[src/sv/gale_pkg.sv]
// Shared types and codes for the guest ALU / load-store execute core.
`timescale 1ns / 1ps

package gale_pkg;

    // Operation codes
    localparam logic [3:0] OP_ADD  = 4'd0;
    localparam logic [3:0] OP_SUB  = 4'd1;
    localparam logic [3:0] OP_OR   = 4'd2;
    localparam logic [3:0] OP_BEXT = 4'd3;
    localparam logic [3:0] OP_CLZ  = 4'd4;
    localparam logic [3:0] OP_SLTI = 4'd5;
    localparam logic [3:0] OP_SSAT = 4'd6;
    localparam logic [3:0] OP_USAT = 4'd7;
    localparam logic [3:0] OP_LD   = 4'd8;
    localparam logic [3:0] OP_ST   = 4'd9;
    localparam logic [3:0] OP_LDP  = 4'd10;

    // Completion status codes
    localparam logic [1:0] STATUS_DONE       = 2'd0;
    localparam logic [1:0] STATUS_MISALIGNED = 2'd1;
    localparam logic [1:0] STATUS_RANGE      = 2'd2;

    typedef struct packed {
        logic [3:0]         op;
        logic [4:0]         dest_reg;
        logic [4:0]         dest_reg_2;
        logic [4:0]         src_reg_a;
        logic [4:0]         src_reg_b;
        logic signed [15:0] immediate;
    } gale_in_t;

    typedef struct packed {
        logic [1:0]  status;
        logic [31:0] result_value;
        logic [31:0] result_value_2;
    } gale_out_t;

    // Register file write-back: first and second destination
    typedef struct packed {
        logic        we1;
        logic        we2;
        logic [31:0] v1;
        logic [31:0] v2;
    } rf_wb_t;

    // Data memory access issued from the execute stage
    typedef struct packed {
        logic        wr;
        logic        rd_pair;
        logic [29:0] word;
        logic [31:0] wdata;
    } dmem_cmd_t;

endpackage

[src/sv/gale_alu.sv]
// Integer ALU: add, sub, or, bit extract, clz, slti and the two saturations.
`timescale 1ns / 1ps

module gale_alu import gale_pkg::*; (
    input  logic [3:0]         op,
    input  logic [31:0]        a,
    input  logic [31:0]        b,
    input  logic signed [15:0] immediate,
    output logic [31:0]        value
);

    // Each set mask bit lands at the count of mask bits below it.
    function automatic logic [31:0] bit_extract(input logic [31:0] src, input logic [31:0] mask);
        logic [31:0] res;
        logic [31:0] below;
        logic [5:0]  pos;
        res = '0;
        for (int i = 0; i < 32; i++)
        begin
            below = mask & ((32'd1 << i) - 32'd1);
            pos   = 6'($countones(below));
            if (mask[i] && src[i])
            begin
                res[pos[4:0]] = 1'b1;
            end
        end
        return res;
    endfunction

    function automatic logic [5:0] lead_zeros(input logic [31:0] v);
        logic [5:0] n;
        n = 6'd32;
        for (int i = 0; i < 32; i++)
        begin
            if (v[i])
            begin
                n = 6'(31 - i);
            end
        end
        return n;
    endfunction

    logic [31:0] imm_ext;
    logic [31:0] sat_hi;
    logic [31:0] sat_lo;
    logic [31:0] ssat_val;
    logic [31:0] usat_val;

    assign imm_ext = {{16{immediate[15]}}, immediate};
    assign sat_hi  = (32'd1 << immediate[4:0]) - 32'd1;
    assign sat_lo  = ~sat_hi;   // -(2^n)

    always_comb
    begin
        if ($signed(a) > $signed(sat_hi))
            ssat_val = sat_hi;
        else if ($signed(a) < $signed(sat_lo))
            ssat_val = sat_lo;
        else
            ssat_val = a;
        // clamps above only; negative values pass
        usat_val = ($signed(a) > $signed(sat_hi)) ? sat_hi : a;
    end

    always_comb
    begin
        case (op)
            OP_ADD:  value = a + b;
            OP_SUB:  value = a - b;
            OP_OR:   value = a | b;
            OP_BEXT: value = bit_extract(a, b);
            OP_CLZ:  value = {26'd0, lead_zeros(a)};
            OP_SLTI: value = ($signed(a) < $signed(imm_ext)) ? 32'd1 : 32'd0;
            OP_SSAT: value = ssat_val;
            OP_USAT: value = usat_val;
            default: value = 32'd0;
        endcase
    end

endmodule

[config.mk]
export PLATFORM = sky130hd
export DESIGN_NAME = gale_alu
export DESIGN_NICKNAME = d
export VERILOG_FILES = /design/src/sv/gale_pkg.sv /design/src/sv/gale_alu.sv
export SDC_FILE = /design/constraint.sdc
export NUM_CORES = 1
export LEC_CHECK = 0
export BUFFER_PORTS_ARGS = -buffer_cell sky130_fd_sc_hd__clkbuf_2
export CAP_MARGIN = 20
export CORE_MARGIN = 2
export CORE_UTILIZATION = 25
export DETAILED_ROUTE_END_ITERATION = 7
export SETUP_SLACK_MARGIN = 0.1
export SLEW_MARGIN = 20
export SYNTH_ARGS = -nofsm -noshare
export SYNTH_HDL_FRONTEND = slang
export SYNTH_SLANG_ARGS = --single-unit
[constraint.sdc]
create_clock -name vclk -period 22.9
set_clock_uncertainty 0.2 [all_clocks]
set_input_delay 1.145 -clock vclk [all_inputs]
set_output_delay 1.145 -clock vclk [all_outputs]
set_load 0.02 [all_outputs]
* Word-level counts from Yosys, hierarchy flattened *
Cells that the tools add are included.

storage, ports and cells
  register bits after elaboration = 0
  bits of input ports = 84
  output and inout port bits = 32
  logic and storage cells = 410

cells by class
  add/subtract/negate cells = 78
  $lt $le $gt $ge = 65
  equal/unequal tests = 7
  shift-type cells = 1
  multiplexer cells = 162
  bitwise gates (word level) = 33
  reduce and logical (&&, ||, !) cells = 64

operator list
  cell                                                                           count
  32-bit two-way mux                                                             65
  32-bit OR                                                                      31
  32-bit case mux with 8 select lines                                            1
  6-bit two-way mux                                                              32
  5-bit by 6-bit less-than comparator with 1-bit output (second input constant)  30
  5-bit adder                                                                    33
  1-bit demux with 5-bit select                                                  30
  5-bit by 1-bit >= comparator with 1-bit output (second input constant)         30
  1-bit logical AND                                                              63
  5-bit by 1-bit adder with 5-bit output                                         8
  1-bit two-way mux                                                              33
  32-bit adder                                                                   1
  32-bit > comparator                                                            1
  32-bit by 16-bit less-than comparator with 1-bit output                        1
  32-bit less-than comparator                                                    1
  32-bit NOT                                                                     1
  32-bit by 2-bit OR with 32-bit output                                          1
  1-bit by 5-bit << shifter with 32-bit output (first input constant)            1
  32-bit by 1-bit subtractor with 32-bit output (second input constant)          1
  32-bit subtractor                                                              1
  1-bit by 1-bit adder with 2-bit output                                         15
  2-bit by 2-bit adder with 3-bit output                                         6
  4-bit by 3-bit equality test with 1-bit output (second input constant)         4
  2-bit by 1-bit adder with 3-bit output                                         5
  other kinds (10)                                                               15

* Longest topological paths before layout *
  depth in word-level cells = 97
  depth in mapped cells = 35
  mapped depth without buffers = 27

* Worst setup path after synthesis *
Ideal clock, no wire load.

  path kind = input to output
  start = in b[0]
  end = out value[22]
  arrival = 8262 ps
  slack = 13293 ps
  stages = 35
  cells stage by stage = inv_1 > ha_1 > inv_1 > fa_1 > inv_1 > ha_1 > buf_2 > buf_2 > buf_2 > xor2_1 > ha_1 > a21oi_1 > xnor2_2 > clkbuf_1 > ha_1 > buf_2 > a211oi_4 > o21ai_2 > nand2_4 > inv_2 > buf_6 > buf_2 > ha_1 > ha_1 > ha_1 > clkbuf_1 > xnor2_1 > and2_1 > nand2_1 > o22ai_1 > o21ai_0 > o21ai_0 > a2111oi_0 > a31oi_1 > or3_1

between the ends
  cells in the longest elaborated chain, start to end = 95

ends and longest elaborated chain
  what                                                                                                            RTL line        text
  from (decl)                                                                                                     gale_alu.sv:7   input logic [31:0] b,
  parallel branches: the longest is 94 deep, another holds 5-bit by 6-bit less-than comparator with 1-bit output  -
  32-bit case mux with 8 select lines *                                                                           gale_alu.sv:67  case (op)
  to (decl)                                                                                                       gale_alu.sv:9   output logic [31:0] value

Every way passes the cells marked *. The select of a mux whose other input is x is not followed.

* Worst setup path after layout *
  start = in b[9]
  end = out value[2]

between the ends
  cells in the longest elaborated chain, start to end = 72

ends and longest elaborated chain
  what                                                                                                                                                  RTL line        text
  1-bit by 1-bit adder with 2-bit output (not written as such)                                                                                          gale_alu.sv:21  pos = 6'($countones(below));
  5-bit adder (not written as such)                                                                                                                     gale_alu.sv:21
  5-bit by 6-bit less-than comparator with 1-bit output (not written as such) / 5-bit by 1-bit >= comparator with 1-bit output (equally long branches)  gale_alu.sv:24  res[pos[4:0]] = 1'b1;
  1-bit logical AND (not written as such)                                                                                                               gale_alu.sv:24
  1-bit two-way mux (not written as such)                                                                                                               gale_alu.sv:24
  1-bit demux with 5-bit select                                                                                                                         gale_alu.sv:24
  32-bit OR (no source line)                                                                                                                            -
  32-bit two-way mux                                                                                                                                    gale_alu.sv:22  if (mask[i] && src[i])
  [... 56 more ...]                                                                                                                                     -
  32-bit two-way mux                                                                                                                                    gale_alu.sv:22
  32-bit two-way mux                                                                                                                                    gale_alu.sv:67
  32-bit OR (no source line)                                                                                                                            -
  32-bit two-way mux                                                                                                                                    gale_alu.sv:22
  32-bit two-way mux                                                                                                                                    gale_alu.sv:67
  32-bit OR (no source line)                                                                                                                            -
  32-bit two-way mux *                                                                                                                                  gale_alu.sv:22
  32-bit case mux with 8 select lines *                                                                                                                 gale_alu.sv:67

Mark *: on every way between the ends. The rest lies on a longest branch, timed or not. The select of a mux whose other input is x is not followed.

==> metrics.json <==
{
  "timing": {
    "totalNegativeSetupSlack_ns": 0,
    "maxSlewViolCount": 0,
    "min_period_over_period": 0.527,
    "achievable-frequency_mhz": 82.8,
    "report.final.setup_viol": 0,
    "grt_setup_unrepaired": "false",
    "worst_slew_margin_rel": 0.128,
    "period_minus_slack_ns": 12.07,
    "worst-slew-pin-transition_ns": 1.29,
    "finalHoldViolations": 0,
    "fin_worst_hold_slack_ns": 2.81
  },
  "cells_and_area": {
    "layout-drive-gt1-share": 0.0927,
    "multi_input_combinational_cell_area_sq_um": 19700,
    "seqCellArea_sq_um": 0,
    "num-clock-buffers": 0,
    "synthToLayoutAreaGrowth_pct": 10.1,
    "final_net_count": 3620,
    "final-instance-count-excl-fill": 4311,
    "fillCellCount": 9402,
    "seq_cells": 0
  },
  "global_route": {
    "grt_pass1_vias": 27055,
    "antenna_found_initial": 19,
    "grt_max_degree": 48,
    "first_pass_grt_wire_length_mm": 230,
    "gr-total-overflow": 0,
    "grt_use_total": 0.379
  },
  "floorplan": {
    "design.die.area_sq_um": 86500,
    "core-area_sq_um": 83600,
    "die-width_microns": 294,
    "row_count": 106,
    "pin_count": 116,
    "die_height_microns": 294,
    "start_util": 0.252
  },
  "yosys": {
    "net_count_after_synthesis": 3577,
    "seq_area_frac_synth": 0,
    "postSynthCellCount": 3185,
    "yosys-top-cells-area": "sky130_fd_sc_hd__ha_1 15%, sky130_fd_sc_hd__fa_1 5.9%, sky130_fd_sc_hd__nor2_1 5.3%, sky130_fd_sc_hd__nand2_1 4.9%, sky130_fd_sc_hd__a21oi_1 4.8%",
    "synth_area_per_cell_sq_um": 6.61,
    "mappedNetlistArea_sq_um": 21000,
    "synthTopCellsByCount": "299 x sky130_fd_sc_hd__nor2_1, 272 x sky130_fd_sc_hd__nand2_1, 246 x sky130_fd_sc_hd__ha_1",
    "synthDominantCellAreaShare": 0.146,
    "synthMostInstantiatedCell": "sky130_fd_sc_hd__nor2_1",
    "synth_top_area_cell": "sky130_fd_sc_hd__ha_1",
    "synth.lib_cells_used.distinct": 108,
    "ys_warnings": 0
  },
  "place": {
    "placed_cells": 4304,
    "place_hpwl_mm": 142,
    "port-buffer-count": 116,
    "place.gp.congestion": 1.14
  },
  "detailed_routing": {
    "detail_route.wirelength_mm": 170,
    "detail_route.drc_violations": 0,
    "drt-vias-per-instance": 6.86,
    "drt.antenna.violating_nets": 0,
    "route.detailed.wl_per_inst_microns": 39.5,
    "initialDrtViolationCount": 4671,
    "detailedRoute.firstPassIterationCount": 8,
    "vias": 29574
  },
  "clock_tree": {
    "cts_hold_buf": 0,
    "cts_setup_buffers": 0,
    "ctsResizeCount": 0
  },
  "worst_setup_path": {
    "timing.setup.critical_path_class": "primary input to output pin",
    "worstPathMaxFanout": 27,
    "critPathRequiredTime_ns": 21.56,
    "crit_path_top_delay_cell": "sky130_fd_sc_hd__o21ai_0",
    "critical_path.max_stage_delay_ns": 1.02,
    "startpoint_type": "primary input",
    "end_kind": "output pin",
    "cp.arrival_ns": 10.73
  },
  "flow_run": {
    "max_cap_viol_count": 0
  },
  "min_path": {
    "hold_path.class": "primary input to output pin"
  },
  "run_status": {
    "outcome": "completed"
  }
}
==> cells in the final DEF, fill, tap and decap left out, types with 43 or more instances in the layout <==
cell	instances
sky130_fd_sc_hd__xnor2_1	71
sky130_fd_sc_hd__fa_1	62
sky130_fd_sc_hd__nor2_1	297
sky130_fd_sc_hd__o22ai_1	65
sky130_fd_sc_hd__inv_1	210
sky130_fd_sc_hd__a31oi_1	49
sky130_fd_sc_hd__a221oi_1	43
sky130_fd_sc_hd__nand2_1	272
sky130_fd_sc_hd__buf_4	88
sky130_fd_sc_hd__a211oi_1	45
sky130_fd_sc_hd__nand3_1	164
sky130_fd_sc_hd__o21ai_0	169
sky130_fd_sc_hd__or3_1	43
sky130_fd_sc_hd__nand4_1	87
sky130_fd_sc_hd__a21oi_1	200
sky130_fd_sc_hd__ha_1	246
sky130_fd_sc_hd__nor4_1	65
sky130_fd_sc_hd__a21o_1	43
sky130_fd_sc_hd__clkbuf_2	116
sky130_fd_sc_hd__nor3_1	141
==> cell type report <==
type                       count  area share
multi-input combinational   2805       0.852
tap                         1080      0.0583
timing repair buffer         205      0.0539
inverter                     216      0.0350
antenna                        5    0.000540
==> worst paths after layout <==
path | start | endpoint | slack, ns | cells after the start
worst min-delay path | a[3] | value[3] | 2.81 | 4
worst max-delay path | b[9] | value[2] | 10.83 | 26
==> through the flow <==
step | area [sq um] | util | worst slack, ns
finish | 23200 | 0.277 | 10.83
global route | 23200 | 0.277 | 10.49
floorplan | 21000 | - | 13.29
CTS | 23100 | 0.277 | 11.19
detailed placement | 23100 | 0.277 | 11.23
global placement | 23100 | 0.276 | 11.33
==> cell families after synthesis <==
group | after synthesis | share of synthesized area
xor+xnor | 114 | 0.0532
buf+inv | 380 | 0.0713
mux | 7 | 0.00345
other cells | 2 | 0.000357
compound gates | 1044 | 0.347
fa+ha+maj | 309 | 0.206
simple gates | 1329 | 0.319
==> metal layers <==
metal  wire, microns  part of all wire  track usage
met3           18300              0.11       0.0784
met2           69900              0.41        0.567
met1           67700              0.40        0.493
met4           14400             0.085        0.244
met5             105           0.00062            0
==> worst max-delay path: cells and delay by family <==
family	cells	cell delay (ns)
xor gates and xnor gates	1	0.72
AOI/OAI and AO/OA	7	3.02
and+or+nand+nor	4	1.25
buffers and inverters	7	1.30
adders and majority gates	7	3.23
