`src/sv/gale_pkg.sv`:
```
// Shared types and codes for the guest ALU / load-store execute core.
`timescale 1ns / 1ps

package gale_pkg;

    // Operation codes
    localparam logic [3:0] OP_ADD  = 4'd0;
    localparam logic [3:0] OP_SUB  = 4'd1;
    localparam logic [3:0] OP_OR   = 4'd2;
    localparam logic [3:0] OP_BEXT = 4'd3;
    localparam logic [3:0] OP_CLZ  = 4'd4;
    localparam logic [3:0] OP_SLTI = 4'd5;
    localparam logic [3:0] OP_SSAT = 4'd6;
    localparam logic [3:0] OP_USAT = 4'd7;
    localparam logic [3:0] OP_LD   = 4'd8;
    localparam logic [3:0] OP_ST   = 4'd9;
    localparam logic [3:0] OP_LDP  = 4'd10;

    // Completion status codes
    localparam logic [1:0] STATUS_DONE       = 2'd0;
    localparam logic [1:0] STATUS_MISALIGNED = 2'd1;
    localparam logic [1:0] STATUS_RANGE      = 2'd2;

    typedef struct packed {
        logic [3:0]         op;
        logic [4:0]         dest_reg;
        logic [4:0]         dest_reg_2;
        logic [4:0]         src_reg_a;
        logic [4:0]         src_reg_b;
        logic signed [15:0] immediate;
    } gale_in_t;

    typedef struct packed {
        logic [1:0]  status;
        logic [31:0] result_value;
        logic [31:0] result_value_2;
    } gale_out_t;

    // Register file write-back: first and second destination
    typedef struct packed {
        logic        we1;
        logic        we2;
        logic [31:0] v1;
        logic [31:0] v2;
    } rf_wb_t;

    // Data memory access issued from the execute stage
    typedef struct packed {
        logic        wr;
        logic        rd_pair;
        logic [29:0] word;
        logic [31:0] wdata;
    } dmem_cmd_t;

endpackage

```
`src/sv/gale_ram.sv`:
```
// Generic single-write, single-read synchronous RAM with registered read data.
`timescale 1ns / 1ps

module gale_ram #(
    parameter int WIDTH = 32,
    parameter int DEPTH = 32
) (
    input  logic                     clk,
    input  logic                     we,
    input  logic [$clog2(DEPTH)-1:0] waddr,
    input  logic [WIDTH-1:0]         wdata,
    input  logic [$clog2(DEPTH)-1:0] raddr,
    output logic [WIDTH-1:0]         rdata
);

    logic [WIDTH-1:0] mem_reg [DEPTH];
    logic [WIDTH-1:0] rdata_reg;

    always_ff @(posedge clk)
    begin
        if (we)
        begin
            mem_reg[waddr] <= wdata;
        end
        rdata_reg <= mem_reg[raddr];
    end

    assign rdata = rdata_reg;

endmodule

```
`src/sv/gale_regfile.sv`:
```
// Two-read, two-write register file: replicated RAM banks with a live-value table.
`timescale 1ns / 1ps

module gale_regfile import gale_pkg::*; #(
    parameter int NUM_REGS = 32
) (
    input  logic                        clk,
    input  logic                        rst_n,
    input  logic [$clog2(NUM_REGS)-1:0] ra,
    input  logic [$clog2(NUM_REGS)-1:0] rb,
    input  logic [$clog2(NUM_REGS)-1:0] rd1,
    input  logic [$clog2(NUM_REGS)-1:0] rd2,
    input  rf_wb_t                      wr,
    output logic [31:0]                 rdata_a,
    output logic [31:0]                 rdata_b
);

    localparam int RW = $clog2(NUM_REGS);

    logic [NUM_REGS-1:0] vld_reg, vld_next;
    logic [NUM_REGS-1:0] lvt_reg, lvt_next;   // 1: latest value sits in bank 2
    logic [RW-1:0]       ra_q_reg, rb_q_reg;
    logic [31:0]         b1_a, b1_b, b2_a, b2_b;

    // bank 1 takes first-destination writes, bank 2 second-destination writes
    gale_ram #(.WIDTH(32), .DEPTH(NUM_REGS)) u_b1_a (
        .clk(clk), .we(wr.we1), .waddr(rd1), .wdata(wr.v1), .raddr(ra), .rdata(b1_a)
    );
    gale_ram #(.WIDTH(32), .DEPTH(NUM_REGS)) u_b1_b (
        .clk(clk), .we(wr.we1), .waddr(rd1), .wdata(wr.v1), .raddr(rb), .rdata(b1_b)
    );
    gale_ram #(.WIDTH(32), .DEPTH(NUM_REGS)) u_b2_a (
        .clk(clk), .we(wr.we2), .waddr(rd2), .wdata(wr.v2), .raddr(ra), .rdata(b2_a)
    );
    gale_ram #(.WIDTH(32), .DEPTH(NUM_REGS)) u_b2_b (
        .clk(clk), .we(wr.we2), .waddr(rd2), .wdata(wr.v2), .raddr(rb), .rdata(b2_b)
    );

    always_comb
    begin
        vld_next = vld_reg;
        lvt_next = lvt_reg;
        if (wr.we1)
        begin
            vld_next[rd1] = 1'b1;
            lvt_next[rd1] = 1'b0;
        end
        // second target wins when both name the same register
        if (wr.we2)
        begin
            vld_next[rd2] = 1'b1;
            lvt_next[rd2] = 1'b1;
        end
    end

    always_ff @(posedge clk or negedge rst_n)
    begin
        if (!rst_n)
        begin
            vld_reg <= '0;
            lvt_reg <= '0;
        end
        else
        begin
            vld_reg <= vld_next;
            lvt_reg <= lvt_next;
        end
    end

    always_ff @(posedge clk)
    begin
        ra_q_reg <= ra;
        rb_q_reg <= rb;
    end

    // Table state is current; a write at the last edge is covered by forwarding upstream.
    assign rdata_a = !vld_reg[ra_q_reg] ? 32'd0 : (lvt_reg[ra_q_reg] ? b2_a : b1_a);
    assign rdata_b = !vld_reg[rb_q_reg] ? 32'd0 : (lvt_reg[rb_q_reg] ? b2_b : b1_b);

endmodule

```
`config.mk`:
```
export PLATFORM = sky130hd
export DESIGN_NAME = gale_regfile
export DESIGN_NICKNAME = d
export VERILOG_FILES = /design/src/sv/gale_pkg.sv /design/src/sv/gale_ram.sv /design/src/sv/gale_regfile.sv
export SDC_FILE = /design/constraint.sdc
export NUM_CORES = 2
export LEC_CHECK = 0
export BUFFER_PORTS_ARGS = -buffer_cell sky130_fd_sc_hd__buf_2
export CORE_UTILIZATION = 40
export CTS_CLUSTER_DIAMETER = 80
export DETAILED_ROUTE_END_ITERATION = 10
export GPL_TIMING_DRIVEN = 0
export HOLD_SLACK_MARGIN = 0.03
export SLEW_MARGIN = 20
export SYNTH_ARGS = -nofsm -noshare
export SYNTH_HDL_FRONTEND = slang
export SYNTH_SLANG_ARGS = --single-unit
export TNS_END_PERCENT = 50
```
`constraint.sdc`:
```
create_clock -name clk -period 2.5 [get_ports clk]
set_input_delay 0.25 -clock clk [delete_from_list [all_inputs] [get_ports clk]]
set_output_delay 0.25 -clock clk [all_outputs]
set_load 0.01 [all_outputs]
```
**Word level (Yosys, flattened, before mapping)**

Memory sizes are Yosys's and may differ from the RTL's. A register that Yosys moved wholly into a read port is not among the register bits.
Cells that the tools add are included.

- Memories: 4
- Memory bits (writable): 4096
- Register bits after elaboration: 74
- Logic and storage cells: 45
- Output and inout bits: 64

- Reduce and logical (&&, ||, !) cells: 2
- Bitwise gates (word level): 5
- $lt $le $gt $ge: 6
- Muxes and demuxes: 24

Memory list:

| name | words | width | rd ports | clocked after Yosys merged registers in | wr ports | line | RTL |
|---|---|---|---|---|---|---|---|
| u_b1_a.mem_reg | 32 | 32 | 1 | 1 | 1 | gale_ram.sv:16 | `logic [WIDTH-1:0] mem_reg [DEPTH];` |
| u_b1_b.mem_reg | 32 | 32 | 1 | 1 | 1 | gale_ram.sv:16 |  |
| u_b2_a.mem_reg | 32 | 32 | 1 | 1 | 1 | gale_ram.sv:16 |  |
| u_b2_b.mem_reg | 32 | 32 | 1 | 1 | 1 | gale_ram.sv:16 |  |

Operators by type and width:

| kind | count |
|---|---|
| $mux W32 | 8 |
| $or A32 B32 Y32 | 3 |
| $and A32 B32 Y32 | 1 |
| $not A32 Y32 | 1 |
| $lt A5 B6 Y1 const B | 4 |
| $bmux W1 S5 | 4 |
| $demux W1 S5 | 2 |
| $ge A5 B1 Y1 const B | 2 |
| $mux W1 | 10 |
| $logic_and A1 B1 Y1 | 2 |

**Depth between registers and ports, before layout**

- Word-level depth: 9
- Mapped depth: 10
- Gate-level depth less buffers: 6

**By module**

Synthesis repeated with hierarchy kept, for this count alone.

- Cell total of the unflattened synthesis: 9641
- Area, all modules: 167144.1 um^2

By module, submodules not included:

| module | times used | area an instance (um^2) | cells an instance |
|---|---|---|---|
| gale_ram | 4 | 40485.1 | 2260 |
| gale_regfile | 1 | 5203.7 | 601 |

**Worst setup path after synthesis**

OpenSTA, ideal clock, no wires.

- Path kind: input to register
- From: in rd2[1]
- To: mem u_b2_a.mem_reg[24][0] (enable)
- Cell stages on the path: 4
- Path buffers: 2
- Data arrival time: 2.449 ns
- Setup time: 0.422 ns
- Slack: -0.372 ns
- Path through: or3b_2 clkbuf_1 clkbuf_1 nor2_1

RTL lines:

| element | line | RTL |
|---|---|---|
| from (decl) | gale_regfile.sv:12 | `input logic [$clog2(NUM_REGS)-1:0] rd2,` |
| to (decl) | gale_ram.sv:16 |  |

No word-level cell before the write port.

**Worst setup path after layout**

- From: reg ra_q_reg[1]
- To: out rdata_a[1]

- Longest elaborated chain between the ends: 4
- Elaborated cells on any way between the ends: 6
- Classes of those cells: mux (6)

RTL lines:

| element | line | RTL |
|---|---|---|
| from (decl) | gale_regfile.sv:22 | `logic [RW-1:0] ra_q_reg, rb_q_reg;` |
| from (signal assigned) | gale_regfile.sv:72 | `ra_q_reg <= ra;` |
| $bmux W1 S5 | gale_regfile.sv:77 | `assign rdata_a = !vld_reg[ra_q_reg] ? 32'd0 : (lvt_reg[ra_q_reg] ? b2_a : b1_a);` |
| $mux W1 (not written as such) | gale_regfile.sv:77 |  |
| $mux W32 | gale_regfile.sv:77 |  |
| $mux W32 (*) | gale_regfile.sv:77 |  |
| to (decl) | gale_regfile.sv:14 | `output logic [31:0] rdata_a,` |

Mark *: on every way between the ends. The rest lies on a longest branch, timed or not. The select of a mux whose other input is x is not followed.

==> flow_summary.yaml <==
run_status:
  status: "finished with violations"
  violations: "negative setup slack"
power:
  p_leak_uw: 0.03838
  power_frac_comb: 0.123
  powerDensity_mw_per_mm2: 741.4
  p_int_uw: 67270
  sw_frac_of_total: 0.2496
  fin_total_pwr_uw: 89650
  switchingPower_uw: 22380
  power.share.sequential: 0.476
  power_frac_clock: 0.401
  ir_worst_vdd_v: 0.0006357
synth:
  yosysWarnings: 0
  synth_cells: 4496
  syn_nets: 4584
  synth_seq_cells: 2250
  async_flop_share: 0.02844
  ys_types: 28
  synth_area_mm2: 0.1008
  synth-edff-count: 2048
  ys.flop_type: "edfxtp_1"
  postSynthAreaPerCell_um2: 22.42
  ys_seq_area_frac: 0.6533
timing:
  clock.fmax_ghz: 0.2701
  finalSetupViolCount: 135
  drv_slew: 0
  clock_skew_ns: 0.04375
  worstMarginPinSlew_ns: 1.183
  hold_viol: 0
  relSlewSlack: 0.2112
  worst_slack_ns: -1.202
  finalCritPeriodShare: 1.481
  rsz0062_at_grt: "yes"
  whs_ns: 0.1136
  fin_crit_ns: 3.702
worst_hold_path:
  hp-class: "in2reg"
  min_from: "rd2[2]"
placement:
  dpl_worst_slack_ns: -1.684
  io_buffers: 151
  detailedPlacementHpwl_mm: 256.8
  gp_congestion: 0.8767
layout:
  layout-area-overhead-vs-synth_pct: 19.94
  drive_above_1_share: 0.4948
  num-nets-final: 5255
die:
  core_area_mm2: 0.2496
  fp.dieH_um: 504.0
  num_rows: 183
  die_area_mm2: 0.2541
  die_x_um: 504.0
  io_pins: 152
  initial_utilization: 0.4040
route:
  postRouteAntennaNets: 0
  vias: 58470
  first_iter_violations: 9302
  wl_per_cell_um: 42.63
  drc: 0
  dr.pass1.iters: 6
  vias_per_cell: 6.707
  wl_mm: 371.6
worst_setup_path:
  crit_path_start_kind: "flip-flop"
  cp_data_required_time_ns: 2.25
  rr_startpoint: "u_b1_b.mem_reg[15][19]"
  critPathMaxFanout: 6
  end_kind: "output pin"
  cp.arrival_ns: 3.45
  critPathLaunch: "ra_q_reg[1]"
  crit_type: "reg2out"
clock_network:
  htree_levels: 4
  clock_latency_ns: 0.90
  cts_tree: "yes"
  numCtsBuffers: 231
  path_clk_slew_ns: 0.06
  root_buffer: "clkbuf_16"
  clk_path_buf_depth: 3
  cts_sinks: 2250
global_routing:
  grt_pass1_wl_mm: 498.0
  antenna_found_initial: 22
  grt_pass1_vias: 58320
  grt_max_degree: 37
  grt.total_usage: 0.2905
  grt.overflow.total: 0
job:
  drv_cap: 0
[power by group through the flow]
stage / combinational [uW] / sequential (uW) / clock, uW
2_1_floorplan: 5030 / 43000 / 0
3_3_place_gp: 9080 / 43400 / 0
3_5_place_dp: 9400 / 43400 / 0
4_1_cts: 10700 / 42600 / 36100
5_1_grt: 11200 / 42700 / 37500
6_report: 11000 / 42600 / 36000
[worst paths after layout]
path | end | slack [ns] | cells after the start
setup / recovery | rdata_a[1] | -1.20 | 12
hold / removal | lvt_reg[7] | 0.11 | 3
setup reg to reg | u_b1_b.rdata[19] | 0.59 | 3
hold reg to reg | vld_reg[6] | 0.50 | 1
max in group asynchronous | vld_reg[31] | 1.88 | 4
min in group asynchronous | lvt_reg[27] | 0.40 | 4
[routing by layer]
layer | vias to the layer above | share of wire | global-route usage
met1 | 32010 | 0.37 | 0.3902
met3 | 795 | 0.13 | 0.08944
met2 | 4308 | 0.45 | 0.4279
met4 | 4 | 0.056 | 0.1461
met5 | - | 0.000057 | 0.005255
li1 | 21360 | - | -
[Yosys cell counts, types with 11 or more instances]
library cell | number | area (um2)
a21oi_1 | 70 | 350.3
buf_1 | 50 | 187.7
buf_2 | 77 | 385.4
buf_4 | 36 | 270.3
buf_6 | 11 | 123.9
clkbuf_1 | 180 | 675.7
dfrtp_1 | 64 | 1602
dfxtp_1 | 138 | 2763
edfxtp_1 | 2048 | 61500
mux2_2 | 128 | 1441
mux2i_1 | 32 | 320.3
mux4_2 | 1300 | 29280
nand2_1 | 12 | 45.04
nand3_1 | 74 | 370.4
nor2_1 | 68 | 255.2
o21ai_0 | 128 | 640.6
or3_1 | 34 | 212.7
[cell families (layout without fill, tap and decap cells)]
group / count (synthesis) / after routing / synth area share
compound gates: 212 / 212 / 0.01122
mux: 1462 / 1462 / 0.3083
flops: 2250 / 2250 / 0.6533
other cells: 0 / 12 / 0
buf+inv: 354 / 1234 / 0.01629
simple gates: 218 / 218 / 0.01090
[worst max-delay path, cell delays in order (launching register included)]
cell and delay (ns):
dfxtp_4 0.38, buf_12 0.13, buf_12 0.13, buf_8 0.13, mux2i_1 0.12, a22o_2 0.25
o31ai_4 0.27, buf_12 0.18, buf_16 0.17, clkbuf_16 0.18, o21ai_4 0.06, a21oi_4 0.34
buf_6 0.16
[per-stage QoR]
stage,TNS (ns),instances,utilization,instance area [um2]
floorplan,-152.87,4496,-,100800
finish,-73.73,8718,0.4845,120900
CTS,-73.73,8698,0.4836,120700
detailed placement,-333.94,8138,0.4407,110000
global route,-73.53,8708,0.4844,120900
global placement,-6692.63,7977,0.4237,105800
[layout by cell type, fill, tap and decap left out, types with 64 or more instances in the layout]
| master | instances |
|---|---|
| edfxtp_1 | 2048 |
| buf_2 | 227 |
| buf_12 | 122 |
| nor2_4 | 64 |
| dlygate4sd3_1 | 82 |
| clkbuf_16 | 240 |
| clkbuf_1 | 75 |
| mux2_2 | 128 |
| o21ai_0 | 95 |
| dfxtp_1 | 133 |
| buf_16 | 64 |
| clkbuf_2 | 124 |
| dfrtp_1 | 64 |
| mux4_2 | 1300 |
[what timing repair did]
action                                  CTS  global route
pin swaps                                49            20
setup buffers                            34            17
setup endpoints to repair               192           152
gates cloned                              7             1
hold buffers                             83             0
resized for setup                       374            87
endpoints found under the hold margin  2122             0
[cell type report]
cell class	count	area, um2
Antenna cell	12	30.03
Buffer	343	2198
Clock buffer	309	6426
Clock inverter	133	1428
Fill cell	20060	128700
Multi-Input combinational cell	1892	34650
Sequential cell	2250	65880
Tap cell	3330	4167
Timing Repair Buffer	449	6138
Note: power is estimated with default switching activity, not from simulation.
